**src/smt_pkg.sv**
```systemverilog
// Shared types, codes and sizes for the sorted multiset table.
package smt_pkg;

    localparam int DEPTH_DEFAULT = 16;
    localparam int VALUE_W       = 32;
    localparam int REMOVED_W     = 5;

    // Action codes
    localparam logic [1:0] ACT_INSERT = 2'd0;
    localparam logic [1:0] ACT_READ   = 2'd1;
    localparam logic [1:0] ACT_REMOVE = 2'd2;
    localparam logic [1:0] ACT_CLEAR  = 2'd3;

    // Status codes
    localparam logic [1:0] ST_OK       = 2'd0;
    localparam logic [1:0] ST_EMPTY    = 2'd1;
    localparam logic [1:0] ST_FULL     = 2'd2;
    localparam logic [1:0] ST_NOTFOUND = 2'd3;

    typedef struct packed {
        logic [1:0]                action;
        logic signed [VALUE_W-1:0] value;
    } t_in;

    typedef struct packed {
        logic signed [VALUE_W-1:0] entry_value;
        logic [REMOVED_W-1:0]      removed_count;
        logic [1:0]                status;
        logic                      last;
    } t_out;

    // Controller to datapath
    typedef struct packed {
        logic       load;
        logic       load_ins;
        logic       rd;
        logic       rd_prev;
        logic       ins_put;
        logic       ins_shift;
        logic       rem_step;
        logic       rem_fin;
        logic       adv;
        logic       clr;
        logic       res_en;
        logic       res_entry;
        logic       res_removed;
        logic       res_last;
        logic [1:0] res_status;
    } t_dp_cmd;

    // Datapath to controller
    typedef struct packed {
        logic empty;
        logic full;
        logic idx_zero;
        logic idx_end;
        logic place;
        logic rd_last;
        logic none_removed;
    } t_dp_sts;

endpackage

```
**src/sorted_multiset_table.sv**
```systemverilog
// Top level of the sorted multiset table: controller plus datapath.
//
//  channel   handshake              payload                 direction
//  command   start / busy           i_item (action, value)  in
//  result    o_strobe, one cycle    o_result                out
//
// An item is taken when start is high and busy is low. Every result is a
// single-cycle strobe in the cycle after the step that forms it; the receiver
// cannot stall. Entries sit in a single-port memory with registered read,
// so each entry visited takes an address step, then a compare/move step.
// Busy stays high while insert walks down moving entries up a slot, while
// readout or remove walks through every entry, and while clear, full insert,
// empty readout or empty remove is dispatched.
// Synchronous reset empties the table at once; entry contents are kept.
module sorted_multiset_table #(
    parameter int DEPTH = smt_pkg::DEPTH_DEFAULT
) (
    input  logic          i_clk,
    input  logic          i_rst_n,
    input  logic          start,
    input  smt_pkg::t_in  i_item,
    output logic          busy,
    output logic          o_strobe,
    output smt_pkg::t_out o_result
);
    import smt_pkg::*;

    t_dp_cmd dp_cmd;
    t_dp_sts dp_sts;

    smt_ctrl u_ctrl (
        .i_clk    (i_clk),
        .i_rst_n  (i_rst_n),
        .start    (start),
        .i_action (i_item.action),
        .i_sts    (dp_sts),
        .busy     (busy),
        .o_cmd    (dp_cmd)
    );

    smt_dp #(
        .DEPTH (DEPTH)
    ) u_dp (
        .i_clk    (i_clk),
        .i_rst_n  (i_rst_n),
        .i_cmd    (dp_cmd),
        .i_value  (i_item.value),
        .o_sts    (dp_sts),
        .o_strobe (o_strobe),
        .o_result (o_result)
    );

endmodule

```
**src/smt_ctrl.sv**
```systemverilog
// Controller state machine sequencing insert, readout, remove and clear.
module smt_ctrl (
    input  logic              i_clk,
    input  logic              i_rst_n,
    input  logic              start,
    input  logic [1:0]        i_action,
    input  smt_pkg::t_dp_sts  i_sts,
    output logic              busy,
    output smt_pkg::t_dp_cmd  o_cmd
);
    import smt_pkg::*;

    localparam logic [1:0] S_IDLE = 2'd0;
    localparam logic [1:0] S_DISP = 2'd1;
    localparam logic [1:0] S_RD   = 2'd2;
    localparam logic [1:0] S_EVAL = 2'd3;

    logic [1:0] r_state, n_state;
    logic [1:0] r_op, n_op;
    t_dp_cmd    cmd;

    always_comb begin
        n_state = r_state;
        n_op    = r_op;
        cmd     = '0;
        unique case (r_state)
            S_IDLE: begin
                if (start) begin
                    cmd.load     = 1'b1;
                    cmd.load_ins = (i_action == ACT_INSERT);
                    n_op         = i_action;
                    n_state      = S_DISP;
                end
            end
            S_DISP: begin
                unique case (r_op) inside
                    ACT_INSERT: begin
                        if (i_sts.full) begin
                            cmd.res_en     = 1'b1;
                            cmd.res_status = ST_FULL;
                            cmd.res_last   = 1'b1;
                            n_state        = S_IDLE;
                        end else begin
                            n_state = S_RD;
                        end
                    end
                    ACT_READ, ACT_REMOVE: begin
                        if (i_sts.empty) begin
                            cmd.res_en     = 1'b1;
                            cmd.res_status = ST_EMPTY;
                            cmd.res_last   = 1'b1;
                            n_state        = S_IDLE;
                        end else begin
                            n_state = S_RD;
                        end
                    end
                    ACT_CLEAR: begin
                        cmd.clr        = 1'b1;
                        cmd.res_en     = 1'b1;
                        cmd.res_status = i_sts.empty ? ST_EMPTY : ST_OK;
                        cmd.res_last   = 1'b1;
                        n_state        = S_IDLE;
                    end
                endcase
            end
            S_RD: begin
                unique case (r_op) inside
                    ACT_INSERT: begin
                        if (i_sts.idx_zero) begin
                            // reached the bottom: value goes in slot zero
                            cmd.ins_put    = 1'b1;
                            cmd.res_en     = 1'b1;
                            cmd.res_status = ST_OK;
                            cmd.res_last   = 1'b1;
                            n_state        = S_IDLE;
                        end else begin
                            cmd.rd      = 1'b1;
                            cmd.rd_prev = 1'b1;
                            n_state     = S_EVAL;
                        end
                    end
                    ACT_REMOVE: begin
                        if (i_sts.idx_end) begin
                            cmd.rem_fin     = 1'b1;
                            cmd.res_en      = 1'b1;
                            cmd.res_removed = 1'b1;
                            cmd.res_status  = i_sts.none_removed ? ST_NOTFOUND : ST_OK;
                            cmd.res_last    = 1'b1;
                            n_state         = S_IDLE;
                        end else begin
                            cmd.rd  = 1'b1;
                            n_state = S_EVAL;
                        end
                    end
                    ACT_READ, ACT_CLEAR: begin
                        cmd.rd  = 1'b1;
                        n_state = S_EVAL;
                    end
                endcase
            end
            S_EVAL: begin
                unique case (r_op) inside
                    ACT_INSERT: begin
                        if (i_sts.place) begin
                            cmd.ins_put    = 1'b1;
                            cmd.res_en     = 1'b1;
                            cmd.res_status = ST_OK;
                            cmd.res_last   = 1'b1;
                            n_state        = S_IDLE;
                        end else begin
                            // move the entry up one slot and keep walking down
                            cmd.ins_shift = 1'b1;
                            n_state       = S_RD;
                        end
                    end
                    ACT_REMOVE: begin
                        cmd.rem_step = 1'b1;
                        n_state      = S_RD;
                    end
                    ACT_READ: begin
                        cmd.res_en     = 1'b1;
                        cmd.res_entry  = 1'b1;
                        cmd.res_status = ST_OK;
                        cmd.res_last   = i_sts.rd_last;
                        cmd.adv        = 1'b1;
                        n_state        = i_sts.rd_last ? S_IDLE : S_RD;
                    end
                    ACT_CLEAR: begin
                        n_state = S_IDLE;
                    end
                endcase
            end
            default: begin
                n_state = S_IDLE;
            end
        endcase
    end

    always_ff @(posedge i_clk) begin
        if (!i_rst_n) begin
            r_state <= S_IDLE;
            r_op    <= ACT_INSERT;
        end else begin
            r_state <= n_state;
            r_op    <= n_op;
        end
    end

    assign busy  = (r_state != S_IDLE);
    assign o_cmd = cmd;

    a_start_dispatch: assert property (@(posedge i_clk) disable iff (!i_rst_n)
        (start && !busy) |=> (r_state == S_DISP))
        else $error("accepted transaction did not reach dispatch");

endmodule

```
**src/smt_dp.sv**
```systemverilog
// Datapath: entry memory, fill count, scan pointers and result register.
module smt_dp #(
    parameter int DEPTH = smt_pkg::DEPTH_DEFAULT
) (
    input  logic                               i_clk,
    input  logic                               i_rst_n,
    input  smt_pkg::t_dp_cmd                   i_cmd,
    input  logic signed [smt_pkg::VALUE_W-1:0] i_value,
    output smt_pkg::t_dp_sts                   o_sts,
    output logic                               o_strobe,
    output smt_pkg::t_out                      o_result
);
    import smt_pkg::*;

    localparam int CW = $clog2(DEPTH + 1);
    localparam int AW = $clog2(DEPTH);

    logic signed [VALUE_W-1:0] r_mem [DEPTH];
    logic signed [VALUE_W-1:0] r_rd_data;
    logic signed [VALUE_W-1:0] r_value;

    logic [CW-1:0] r_count, n_count;
    logic [CW-1:0] r_idx, n_idx;
    logic [CW-1:0] r_wr, n_wr;
    logic [CW-1:0] r_removed, n_removed;
    t_out          r_res, n_res;
    logic          r_res_vld;

    logic [CW-1:0]             idx_dec, idx_inc, rd_ptr, wr_ptr;
    logic [AW-1:0]             rd_addr, wr_addr;
    logic                      wr_en, match;
    logic signed [VALUE_W-1:0] wr_data;

    assign idx_dec = r_idx - CW'(1);
    assign idx_inc = r_idx + CW'(1);
    assign match   = (r_rd_data == r_value);

    assign rd_ptr  = i_cmd.rd_prev ? idx_dec : r_idx;
    assign rd_addr = rd_ptr[AW-1:0];
    assign wr_ptr  = i_cmd.rem_step ? r_wr : r_idx;
    assign wr_addr = wr_ptr[AW-1:0];
    assign wr_en   = i_cmd.ins_put | i_cmd.ins_shift | (i_cmd.rem_step & ~match);
    assign wr_data = i_cmd.ins_put ? r_value : r_rd_data;

    always_ff @(posedge i_clk) begin
        if (wr_en) begin
            r_mem[wr_addr] <= wr_data;
        end
        if (i_cmd.rd) begin
            r_rd_data <= r_mem[rd_addr];
        end
    end

    always_comb begin
        n_count   = r_count;
        n_idx     = r_idx;
        n_wr      = r_wr;
        n_removed = r_removed;
        if (i_cmd.load) begin
            n_idx     = i_cmd.load_ins ? r_count : '0;
            n_wr      = '0;
            n_removed = '0;
        end
        if (i_cmd.ins_put) begin
            n_count = r_count + CW'(1);
        end
        if (i_cmd.ins_shift) begin
            n_idx = idx_dec;
        end
        if (i_cmd.rem_step) begin
            n_idx = idx_inc;
            if (match) begin
                n_removed = r_removed + CW'(1);
            end else begin
                n_wr = r_wr + CW'(1);
            end
        end
        if (i_cmd.adv) begin
            n_idx = idx_inc;
        end
        if (i_cmd.rem_fin) begin
            n_count = r_wr;
        end
        if (i_cmd.clr) begin
            n_count = '0;
        end
    end

    always_comb begin
        n_res.entry_value   = i_cmd.res_entry ? r_rd_data : '0;
        n_res.removed_count = i_cmd.res_removed ? REMOVED_W'(r_removed) : '0;
        n_res.status        = i_cmd.res_status;
        n_res.last          = i_cmd.res_last;
    end

    always_ff @(posedge i_clk) begin
        if (!i_rst_n) begin
            r_count   <= '0;
            r_idx     <= '0;
            r_wr      <= '0;
            r_removed <= '0;
            r_res_vld <= 1'b0;
        end else begin
            r_count   <= n_count;
            r_idx     <= n_idx;
            r_wr      <= n_wr;
            r_removed <= n_removed;
            r_res_vld <= i_cmd.res_en;
        end
    end

    always_ff @(posedge i_clk) begin
        if (i_cmd.load) begin
            r_value <= i_value;
        end
        if (i_cmd.res_en) begin
            r_res <= n_res;
        end
    end

    assign o_sts.empty        = (r_count == '0);
    assign o_sts.full         = (r_count == CW'(DEPTH));
    assign o_sts.idx_zero     = (r_idx == '0);
    assign o_sts.idx_end      = (r_idx == r_count);
    assign o_sts.place        = (r_value > r_rd_data);
    assign o_sts.rd_last      = (idx_inc == r_count);
    assign o_sts.none_removed = (r_removed == '0);

    assign o_strobe = r_res_vld;
    assign o_result = r_res;

    a_count_bound: assert property (@(posedge i_clk) disable iff (!i_rst_n)
        r_count <= CW'(DEPTH))
        else $error("fill count beyond table depth");

    a_insert_grows: assert property (@(posedge i_clk) disable iff (!i_rst_n)
        i_cmd.ins_put |=> (r_count == $past(r_count) + CW'(1)))
        else $error("insert did not grow the table by one");

    a_compact_behind: assert property (@(posedge i_clk) disable iff (!i_rst_n)
        r_wr <= r_idx)
        else $error("compaction pointer overtook the scan pointer");

    a_status_result: assert property (@(posedge i_clk) disable iff (!i_rst_n)
        (r_res_vld && r_res.status != ST_OK) |-> (r_res.last && r_res.entry_value == '0))
        else $error("non-ok result not final or carries an entry");

endmodule

```
**config.mk**
```make
export PLATFORM = sky130hd
export DESIGN_NAME = sorted_multiset_table
export DESIGN_NICKNAME = d
export VERILOG_FILES = /design/src/smt_pkg.sv /design/src/sorted_multiset_table.sv /design/src/smt_ctrl.sv /design/src/smt_dp.sv
export SDC_FILE = /design/constraint.sdc
export NUM_CORES = 1
export LEC_CHECK = 0
export BUFFER_PORTS_ARGS = -buffer_cell sky130_fd_sc_hd__buf_4
export CAP_MARGIN = 0
export CORE_MARGIN = 8
export CORE_UTILIZATION = 53
export CTS_BUF_LIST = sky130_fd_sc_hd__clkbuf_2 sky130_fd_sc_hd__clkbuf_4 sky130_fd_sc_hd__clkbuf_8
export CTS_CLUSTER_DIAMETER = 60
export DETAILED_ROUTE_END_ITERATION = 8
export PLACE_DENSITY = 0.79
export SKIP_CTS_REPAIR_TIMING = 1
export SLEW_MARGIN = 15
export SYNTH_ARGS = -nofsm -noshare
export SYNTH_HDL_FRONTEND = slang
export SYNTH_HIERARCHICAL = 1
export SYNTH_SLANG_ARGS = --single-unit
```
**constraint.sdc**
```tcl
create_clock -name i_clk -period 5.1 [get_ports i_clk]
set_input_delay 1.53 -clock i_clk [delete_from_list [all_inputs] [get_ports i_clk]]
set_output_delay 1.53 -clock i_clk [all_outputs]
set_load 0.01 [all_outputs]
```
==> results, run 1 <==
- The run finished with clean final reports.
- The analysis attributes to cell leakage a power of 10.4 nW.
- The share of async-settable or async-resettable flops after synthesis is 0%.
- Dividing total power by cell area gives a power density of 362 nW/µm².
- The die outline area is 56800 µm².
- Detailed placement ended at an HPWL of 35100 µm.
- The number of library cell types mapped by synthesis is 64.
- No sink is reached through more buffers than the 3 on the longest clock path.
- In this run the mean area of a mapped cell was 18.1 µm².
- The DRC violation total after the first TritonRoute iteration is 1697.
- For this design the top-level I/O count stands at 79.
- STA classifies the critical path startpoint as a flop.
- Max-cap violations in this run came to 0.
- The via count of the first global-routing pass came to 14700.
- The worst pin sits at a relative slew slack of 21.2%.
- The routability congestion estimate from global placement is 0.922.
- The most common flop cell mapped by yosys is sky130_fd_sc_hd__edfxtp_1.
- The first detailed-routing pass took 6 iterations.
- The clock transition at the registers of the reported paths is 0.07 ns.
- The number of synthesized register bits is 641.
- The tightest min-delay check is of the reg2reg type.
- The final max-slew violation count came to 0.
- For flop-to-flop paths, the worst setup slack is 0.52 ns.
- The commonest non-fill, non-tap cell in the layout is sky130_fd_sc_hd__edfxtp_1.
- The wire length of the first global-routing pass is 90500 µm.
- The area added between synthesis and finish is 14.8%.
- In the layout the commonest cells are sky130_fd_sc_hd__edfxtp_1, sky130_fd_sc_hd__buf_4, sky130_fd_sc_hd__mux4_2.
- The floorplan die height is 238 µm.
- Entering global routing, the biggest net connects 69 pins.
- The post-synthesis instance area is 26200 µm².
- The routed via count is 14300.
- The final setup violation count is 0.
- The total of warnings raised by yosys is 6.
- Cells with a size suffix above 1 make up 28.0% of the layout.
- The number of placed instances, taps included, is 2191.
- Dividing the detail-routed wire length by the instance count gives 25.6 µm.
- The CTS tree is yes.
- The H-tree generated during clock tree synthesis spans 3 levels.
- At the pin with the least slew margin, the transition time is 1.18 ns.
- In the synthesized netlist, the number of instances is 1448.
- On the final layout, the worst hold slack is 0.542 ns.
- The tree is rooted in a sky130_fd_sc_hd__clkbuf_8.
- The global-route congestion overflow total is 0.
- The clock buffer count from CTS is 97.
- Clock latency on the worst-skew pair, taken at its later pin, is 0.69 ns.
- Along the worst path, the maximum fanout reaches 25.
- The sequential fraction of the synthesis area is 72.6%.
- The die span in x is 238 µm.
- Setup repair after global routing left no endpoint under its margin.
- The final routed DRC violation total is 0.
- The arrival time of the worst setup path is 4.93 ns.
- In the final timing run, aggregate negative setup slack is 0 ns.
- The total count of hold-check failures in the final report is 0.
- The required time at the endpoint of the critical path is 5.44 ns.
- The number of enable-type register cells in the synthesized netlist is 616.
- The aggregate routed wire length is 60600 µm.
- Input and output buffers added on the ports amount to 78.
- The period utilization is 89.8%.
- The finished layout holds 2368 standard cells, fillers aside.
- For this run, the share of the core covered by cells in the final layout is 61.5%.
- The routed design could run at a clock period as short as 4.58 ns.
- The clock net sink count is 641.
- Derived from the worst setup path, the maximum achievable clock frequency is 218 MHz.
- For this run, the total global-route usage over all layers was measured as 21.4%.
- In the routed layout, each cell is associated on average with a via count of 6.03.
- After the last flow step, the layout net total stands at 1709.
- The starting utilization of the core area is 53.6%.
- The number of antenna violations at the first check in global routing is 1.
- When the netlist entered floorplanning its net count stood at 1531.
- The setup skew after layout is 0.0444 ns.
- The floorplan step defined a core boundary enclosing 48800 µm².
- IR analysis of the VDD net gives a maximum drop of 0.187 mV.
- The critical path class is reg2reg.
- STA classifies the critical path endpoint as a flop.
- The post-route antenna net violation count is 0.
- The number of placement rows is 81.
area by class of cell:
type	count	area (µm²)
Antenna cell	1	2.50
Tap cell	664	831
Fill cell	3404	18800
Clock buffer	136	1650
Inverter	50	188
Clock inverter	40	239
Timing Repair Buffer	156	1370
Multi-Input combinational cell	680	6760
Sequential cell	641	19000
state kept, by name (all words and copies together) (netlist names):
register and count:
u_dp/o_result 40, u_ctrl/r_op 2, u_dp/r_value 32, u_dp/r_mem 512, u_dp/r_idx 5, u_dp/r_wr 5
u_dp/r_rd_data 32, u_dp/r_count 5, u_ctrl/r_state 2, u_dp/r_removed 5, u_dp/o_strobe 1
power by group:
| part | internal [W] | total [W] | switching [W] |
|---|---|---|---|
| Combinational | 0.000309 | 0.000790 | 0.000481 |
| Clock | 0.00219 | 0.00412 | 0.00192 |
| Sequential | 0.00591 | 0.00595 | 0.0000401 |
synthesized netlist by cell type, types with 10 or more instances:
| master | n | area [µm²] |
|---|---|---|
| sky130_fd_sc_hd__a211oi_1 | 38 | 285 |
| sky130_fd_sc_hd__a21oi_1 | 63 | 315 |
| sky130_fd_sc_hd__and2_1 | 39 | 244 |
| sky130_fd_sc_hd__buf_2 | 12 | 60.1 |
| sky130_fd_sc_hd__buf_6 | 13 | 146 |
| sky130_fd_sc_hd__clkbuf_1 | 44 | 165 |
| sky130_fd_sc_hd__dfxtp_1 | 25 | 500 |
| sky130_fd_sc_hd__edfxtp_1 | 616 | 18500 |
| sky130_fd_sc_hd__ha_1 | 46 | 576 |
| sky130_fd_sc_hd__inv_1 | 50 | 188 |
| sky130_fd_sc_hd__mux2i_1 | 34 | 340 |
| sky130_fd_sc_hd__mux4_2 | 128 | 2880 |
| sky130_fd_sc_hd__nand2_1 | 63 | 236 |
| sky130_fd_sc_hd__nand3_1 | 15 | 75.1 |
| sky130_fd_sc_hd__nand4_1 | 11 | 68.8 |
| sky130_fd_sc_hd__nor2_1 | 47 | 176 |
| sky130_fd_sc_hd__nor2b_1 | 38 | 238 |
| sky130_fd_sc_hd__nor3_1 | 12 | 60.1 |
| sky130_fd_sc_hd__nor3b_1 | 10 | 75.1 |
| sky130_fd_sc_hd__o21ai_0 | 49 | 245 |
final timing paths:
| path | startpoint | to | cells after the start |
|---|---|---|---|
| setup / recovery | u_dp/r_value[15] | u_dp/r_mem[3][9] | 15 |
| hold / removal | u_dp/r_removed[4] | u_dp/r_removed[4] | 2 |
| setup reg to reg | u_dp/r_value[15] | u_dp/r_mem[3][9] | 15 |
| hold reg to reg | u_dp/r_removed[4] | u_dp/r_removed[4] | 2 |
layer usage:
layer	global-route usage (%)	vias up	part of all wire [%]
met4	8.89	2	3.4
met1	27.9	7280	39
li1	-	6112	-
met2	35.1	761	49
met3	4.29	134	8.6
met5	0	-	0.012
cells by family after synthesis:
logic type	share of synthesized area (%)
flops	72.6
fa+ha+maj	2.20
simple gates	5.37
buf+inv	2.35
mux	12.4
xor+xnor	0.569
compound gates	4.60
through the flow:
stage	setup WS [ns]	area [µm²]	power (W)
finish	0.520	30000	0.0109
global route	0.257	30000	0.0112
CTS	0.365	30000	0.0109
detailed placement	0.370	28100	0.00685
global placement	0.556	28100	0.00682
floorplan	0.513	26200	0.00656
critical path, stage by stage (launching register included):
cell and delay, ns:
sky130_fd_sc_hd__edfxtp_1 0.40, sky130_fd_sc_hd__ha_1 0.34, sky130_fd_sc_hd__nand4_1 0.24, sky130_fd_sc_hd__nor3_1 0.59
sky130_fd_sc_hd__a21boi_0 0.24, sky130_fd_sc_hd__o31ai_1 0.14, sky130_fd_sc_hd__a31o_2 0.28, sky130_fd_sc_hd__a21oi_1 0.33
sky130_fd_sc_hd__nand3_1 0.12, sky130_fd_sc_hd__o21ai_0 0.10, sky130_fd_sc_hd__and2_2 0.17, sky130_fd_sc_hd__nor2_1 0.06
sky130_fd_sc_hd__nor4_1 0.31, sky130_fd_sc_hd__a41oi_2 0.21, sky130_fd_sc_hd__nor2_4 0.43, sky130_fd_sc_hd__buf_12 0.28
(Power assumes the default switching activity.)
==> inputs of run 2 (changes only) <==
clock period = 5.6 ns   (was 5.1 ns; I/O delays follow)
==> run 2 against run 1 <==
Net effect:
- sequential power down 8.7%
- total power is 8.5% lower
- highest routed layer is now met4
- largest cell class unchanged
- setup slack got worse by 0.15 ns
- register-to-register slack lost 0.15 ns
==> results, run 2 (synthesis gave the netlist of run 1 again) <==
- The run finished with clean final reports.
- The diode insertion count for antenna repair is 0.
- Measured along the x axis, the die boundary spans 238 µm.
- The maximum buffer depth of the clock tree is 3.
- The global-route congestion overflow total is 0.
- The DRC violation total after the first TritonRoute iteration is 1398.
- Entering global routing, the biggest net connects 129 pins.
- The detailed router put a total of 23500 µm of wire on met1.
- Summed over all nets, wire length on met3 after detailed routing comes to 5050 µm.
- The largest voltage drop on the vdd net is 0.204 mV.
- The total instance count after detailed placement is 2173.
- The highest achievable clock rate is 191 MHz.
- Setup violations remaining at the end of the flow were counted as 0.
- After clock tree synthesis, the clock-pin slew on the worst setup and hold paths is 0.06 ns.
- On the worst path, the slowest cell contributes a delay of 0.81 ns.
- In the final design database the tool counted 1692 nets.
- The starting utilization of the core area is 53.6%.
- The post-route antenna net violation count is 0.
- The kind of capture point of the worst setup path is a flop.
- The setup skew after layout is 0.0295 ns.
- The highest routing layer actually used is met4.
- The pre-antenna-repair detailed-routing pass consisted of 6 iterations.
- Setup repair after global routing left no endpoint under its margin.
- The clock drives 641 sinks.
- The clock reaches the later pin of the worst-skew pair after 0.67 ns.
- In the global route stage, overall resource usage came out at 20.6%.
- At the pin with the least slew margin, the transition time is 1.06 ns.
- In the final timing run, aggregate negative setup slack is 0 ns.
- TritonCTS built the clock tree.
- The number of maximum-capacitance constraint violations is 0.
- The half-perimeter wire length after detailed placement is 33700 µm.
- Counting the buffers created by CTS gives 97.
- The wire length of the first global-routing pass is 88100 µm.
- The total count of hold-check failures in the final report is 0.
- In the layout the commonest cells are sky130_fd_sc_hd__edfxtp_1, sky130_fd_sc_hd__mux4_2, sky130_fd_sc_hd__buf_4.
- The arrival time of the worst setup path is 5.59 ns.
- The aggregate routed wire length is 58600 µm.
- Input and output buffers added on the ports amount to 78.
- The type of origin of the critical path is a flop.
- The via count of the first global-routing pass is 14400.
- The final max-slew violation count is 0.
- The commonest non-fill, non-tap cell in the layout is sky130_fd_sc_hd__edfxtp_1.
- The final critical path time including I/O delays and setup is 5.23 ns.
- Headroom to the max-slew limit came out at 28.8%.
- The final standard cell count with taps included and fillers excluded is 2354.
- The worst-case hold slack is 0.511 ns.
- The final routed DRC violation total is 0.
- The slowest library cell on the worst path is sky130_fd_sc_hd__a41oi_1.
- The CTS H-tree depth is 3.
- The area added between synthesis and finish is 14.3%.
- The number of placement rows is 81.
- The die covers 56800 µm².
- In the final routed layout, each cell accounts on average for 24.9 µm.
- The number of antenna violations at the first check in global routing is 0.
- Wire segments on met2 add up to 28400 µm in the final route.
- The critical path goes through inv_1 -> ha_1 -> nand4_1 -> nor3_1 -> a21boi_0 -> o31ai_1 -> a31o_2 -> a21oi_1 -> and4b_1 -> nor2_1 -> nand2_1 -> a41oi_1 -> nor2_4 -> buf_4.
- The area of all placed cells without fillers is 29900 µm².
- The number of flip-flops under the largest register name is 512.
- Prior to clock tree synthesis, the placed netlist has a worst setup slack of 0.453 ns.
- The analysis attributes to cell leakage a power of 10.3 nW.
- Dividing the final minimum period by the clock period gives 93.4%.
- The largest register by flop count is u_dp/r_mem.
- After detailed placement, the total cell area comes to 28000 µm².
- The routed via count is 14200.
- STA puts the critical path data required time at 5.96 ns.
- The final critical-path setup slack is 0.368 ns.
- Measured along the y axis, the die boundary spans 238 µm.
- The class of the tightest hold or removal check is reg2reg.
- The core region is 48800 µm².
- The cell at the root of the clock tree is sky130_fd_sc_hd__clkbuf_8.
- The critical path class is reg2reg.
- The proportion of layout cells with a drive suffix above 1 is 27.5%.
- The layout has 3422 filler cells.
- In this run the count of I/O pins placed on the die edge is 79.
- The congestion estimate from routability-driven global placement came to 0.850.
- The maximum fanout along the worst path is 21.
- The mean number of vias per cell is 6.03.
- The total power density per cell area is 332 nW/µm².
## run 2: metrics by stage
step / total power [W] / util [%]
6_report: 0.00993 / 61.2
5_1_grt: 0.0103 / 61.2
3_3_place_gp: 0.00619 / 57.2
4_1_cts: 0.0100 / 61.2
2_1_floorplan: 0.00597 / -
3_5_place_dp: 0.00622 / 57.2
## run 2: critical path: cells and delay by family (launching register included)
family          cells  cell delay, ns
simple gates        6            1.99
compound gates      5            1.80
buf+inv             2            0.44
flops               1            0.37
fa+ha+maj           1            0.32
## run 2: area by class of cell
type / instances / area (µm²) / area share [%]
clock inverter: 45 / 294 / 0.983
clock buffer: 135 / 1660 / 5.54
tap: 664 / 831 / 2.78
timing repair buffer: 139 / 1190 / 3.99
multi-input combinational: 680 / 6760 / 22.6
sequential: 641 / 19000 / 63.5
inverter: 50 / 188 / 0.627
## run 2: worst paths after layout
check                                         from                end  slack (ns)  depth (start not counted)
worst min-delay path             u_dp/r_removed[4]  u_dp/r_removed[4]        0.51                          2
worst min register to register   u_dp/r_removed[4]  u_dp/r_removed[4]        0.51                          2
worst max register to register  u_dp/r_rd_data[15]  u_dp/r_mem[7][22]        0.37                         14
worst max-delay path            u_dp/r_rd_data[15]  u_dp/r_mem[7][22]        0.37                         14
## run 2: per-layer routing
metal	GRT usage, %	up-vias
met1	27.8	7274
met3	4.52	110
met4	7.74	0
met2	33.1	717
li1	-	6094
met5	0	-
## run 2: power breakdown
| group | internal, W | switching [W] |
|---|---|---|
| clock | 0.00206 | 0.00175 |
| sequential | 0.00539 | 0.0000392 |
| combinational | 0.000271 | 0.000426 |
==> inputs of run 3 (changes only) <==
PLACE_DENSITY = 0.81   (was 0.79)
clock period = 4.4 ns   (was 5.6 ns; I/O delays follow)
==> run 3 against run 2 <==
Net effect:
- core utilization increased by 1.5 points
- global-route usage increased by 0.90 points
- fmax increased by 24%
- register-to-register slack got worse by 0.18 ns
- first-iteration DRC count increased by 20%
- non-clock buffer count increased by 58
- die area unchanged
- total power increased by 29%
- combinational power increased by 39%
==> results, run 3 (synthesis gave the netlist of run 1 again) <==
- The flow ran to the end, and the final reports show no timing, DRC or antenna violations.
- Dividing the detail-routed wire length by the instance count gives 25.4 µm.
- The type of origin of the critical path is a flop.
- The total count of hold-check failures in the final report is 0.
- The number of antenna violations at the first check in global routing was 0.
- The most numerous cell type found on the critical path is sky130_fd_sc_hd__buf_4.
- The kind of capture point of the worst setup path is a flop.
- The final setup violation count is 0.
- The clock net sink count is 641.
- The via count of the first global-routing pass is 14900.
- 79 I/O pins were placed.
- The area added between synthesis and finish is 17.1%.
- The critical path goes through inv_1 -> ha_1 -> nor4b_1 -> nor3b_1 -> buf_4 -> nand2_1 -> xor2_4 -> buf_4 -> mux4_2 -> nor2b_1 -> a211oi_1 -> a21oi_1.
- The clock transition at the registers of the reported paths is 0.07 ns.
- The standard cell area after detailed placement is 28600 µm².
- The clock reaches the later pin of the worst-skew pair after 0.71 ns.
- For this run, design rule violations remaining after detail routing come to 0.
- The setup check on the worst reg-to-reg path leaves a slack of 0.18 ns.
- The worst path meets setup with 0.184 ns of slack.
- At the pin with the least slew margin, the transition time is 1.18 ns.
- The routability congestion estimate from global placement is 0.816.
- The setup path with the least slack is of type reg2reg.
- The total global-route track usage is 21.5%.
- The detailed-routing iteration count for the pre-antenna-repair pass is 5.
- The final critical path time including I/O delays and setup is 4.22 ns.
- IR analysis of the VDD net gives a maximum drop of 0.213 mV.
- The worst pin sits at a relative slew slack of 20.8%.
- The cell at the root of the clock tree is sky130_fd_sc_hd__clkbuf_8.
- Measured along the x axis, the die boundary spans 238 µm.
- The worst hold path begins at u_dp/r_removed[4].
- The mean number of vias per cell is 6.07.
- The total instance count after detailed placement is 2231.
- The die outline area is 56800 µm².
- Among all stages on the critical path, the largest delay is contributed by sky130_fd_sc_hd__nor4b_1.
- On the worst path, the slowest cell contributes a delay of 0.71 ns.
- The count of buffers from port buffering is 78.
- Once layout is complete, the cells apart from fillers number 2413.
- The routed layout has 14700 vias.
- STA puts the critical path data arrival time at 4.66 ns.
- The startpoint of the worst register-to-register path is u_dp/r_idx[0].
- The final max-slew violation count is 0.
- The DRC violation total after the first TritonRoute iteration is 1678.
- The number of cells on the worst reg-to-reg path is 12.
- The wire-length estimate of the detail-placed layout is 37400 µm.
- u_dp/r_mem holds more flip-flops than any other register.
- The required time at the endpoint of the critical path is 4.84 ns.
- The maximum number of pins on one net before global-route repair is 65.
- In this run, CTS created clock tree buffers numbering 99.
- The clock passes through at most 3 buffers.
- The total power density per cell area is 418 nW/µm².
- Leaving out fill and tap cells, the most frequent cells in the layout are sky130_fd_sc_hd__edfxtp_1, sky130_fd_sc_hd__buf_4, sky130_fd_sc_hd__mux4_2.
- The proportion of layout cells with a drive suffix above 1 is 29.8%.
- The register with the most flip-flops in the layout has 512 of them.
- Setup repair after global routing left no endpoint under its margin.
- The commonest non-fill, non-tap cell in the layout is sky130_fd_sc_hd__edfxtp_1.
- The aggregate routed wire length is 61300 µm.
- The CTS tree is yes.
- Setup total negative slack on the finished layout was measured at 0 ns.
- The post-route antenna net violation count is 0.
- The highest achievable clock rate is 237 MHz.
- Across the routed clock network, the largest skew measured is 0.0625 ns.
- The initialized floorplan defines 81 standard-cell rows.
- The leakage component of the power is 10.7 nW.
- The first global-routing pass estimated 91700 µm of wire.
- The final layout contains 1752 nets.
- The worst register-to-register path ends at u_dp/r_rd_data[2].
- Measured along the y axis, the die boundary spans 238 µm.
- The pre-CTS worst setup slack is -0.192 ns.
- For hold timing, the worst endpoint is u_dp/r_removed[4].
- The maximum fanout along the worst path is 16.
- The number of maximum-capacitance constraint violations is 0.
- The global-route congestion overflow total is 0.
- The area of the core is 48800 µm².
- The diode insertion count for antenna repair is 0.
- After routing the design area is 30700 µm².
- The number of cells on the worst hold path is 2.
- The worst-case hold slack is 0.525 ns.
- The class of the tightest hold or removal check is reg2reg.
- The period utilization is 95.8%.
- CTS built an H-tree with a depth of 3.
- Once the floorplan was initialized, standard cells occupied 53.6% of the core.
-- run 3: cell types whose count changed in the layout (fill, tap and decap cells not counted), sizes merged --
cell / before / now
inv: 53 / 54
buf: 139 / 197
clkinv: 37 / 49
clkinvlp: 2 / 4
clkbuf: 135 / 119
bufinv: 3 / 5
-- run 3: layer usage --
metal	track usage (%)	routed length, µm	vias to the layer above
met5	0	0	-
met4	8.75	1970	0
met3	6.17	6340	128
met2	34.6	29700	888
met1	27.6	23200	7438
li1	-	-	6198
-- run 3: where the power goes --
group,switching [W],internal [W]
sequential,0.0000428,0.00686
clock,0.00234,0.00260
combinational,0.000586,0.000384
total,0.00297,0.00984
-- run 3: critical path: cells and delay by family, from the launching register on --
kind | cells | cell delay (ns)
simple gates | 4 | 1.33
buf+inv | 3 | 0.79
xor+xnor | 1 | 0.56
compound gates | 2 | 0.40
mux | 1 | 0.35
flops | 1 | 0.31
fa+ha+maj | 1 | 0.18
-- run 3: through the flow --
stage | power, W | utilization [%]
final | 0.0128 | 62.8
after global routing | 0.0132 | 62.8
after CTS | 0.0129 | 62.7
after detailed placement | 0.00798 | 58.6
after global placement | 0.00795 | 58.6
after floorplan | 0.00760 | -
-- run 3: final cells by class --
cell class / count / area (µm²)
Timing Repair Buffer: 197 / 1890
Multi-Input combinational cell: 680 / 6790
Fill cell: 3220 / 18200
Clock inverter: 62 / 448
Sequential cell: 641 / 19000
Clock buffer: 119 / 1520
Inverter: 50 / 188
Tap cell: 664 / 831
-- run 3: worst max path at each step --
stage | start | endpoint | slack [ns]
after floorplan | u_dp/r_value[15] | u_dp/r_mem[7][0] | -0.19
after global placement | u_dp/r_value[15] | u_dp/r_mem[3][5] | -0.04
after detailed placement | u_dp/r_value[14] | u_dp/r_mem[3][5] | -0.19
after CTS | u_dp/r_rd_data[29] | u_dp/r_mem[3][11] | -0.19
after global routing | u_dp/r_rd_data[14] | u_dp/r_mem[3][11] | 0.05
final | u_dp/r_idx[0] | u_dp/r_rd_data[2] | 0.18
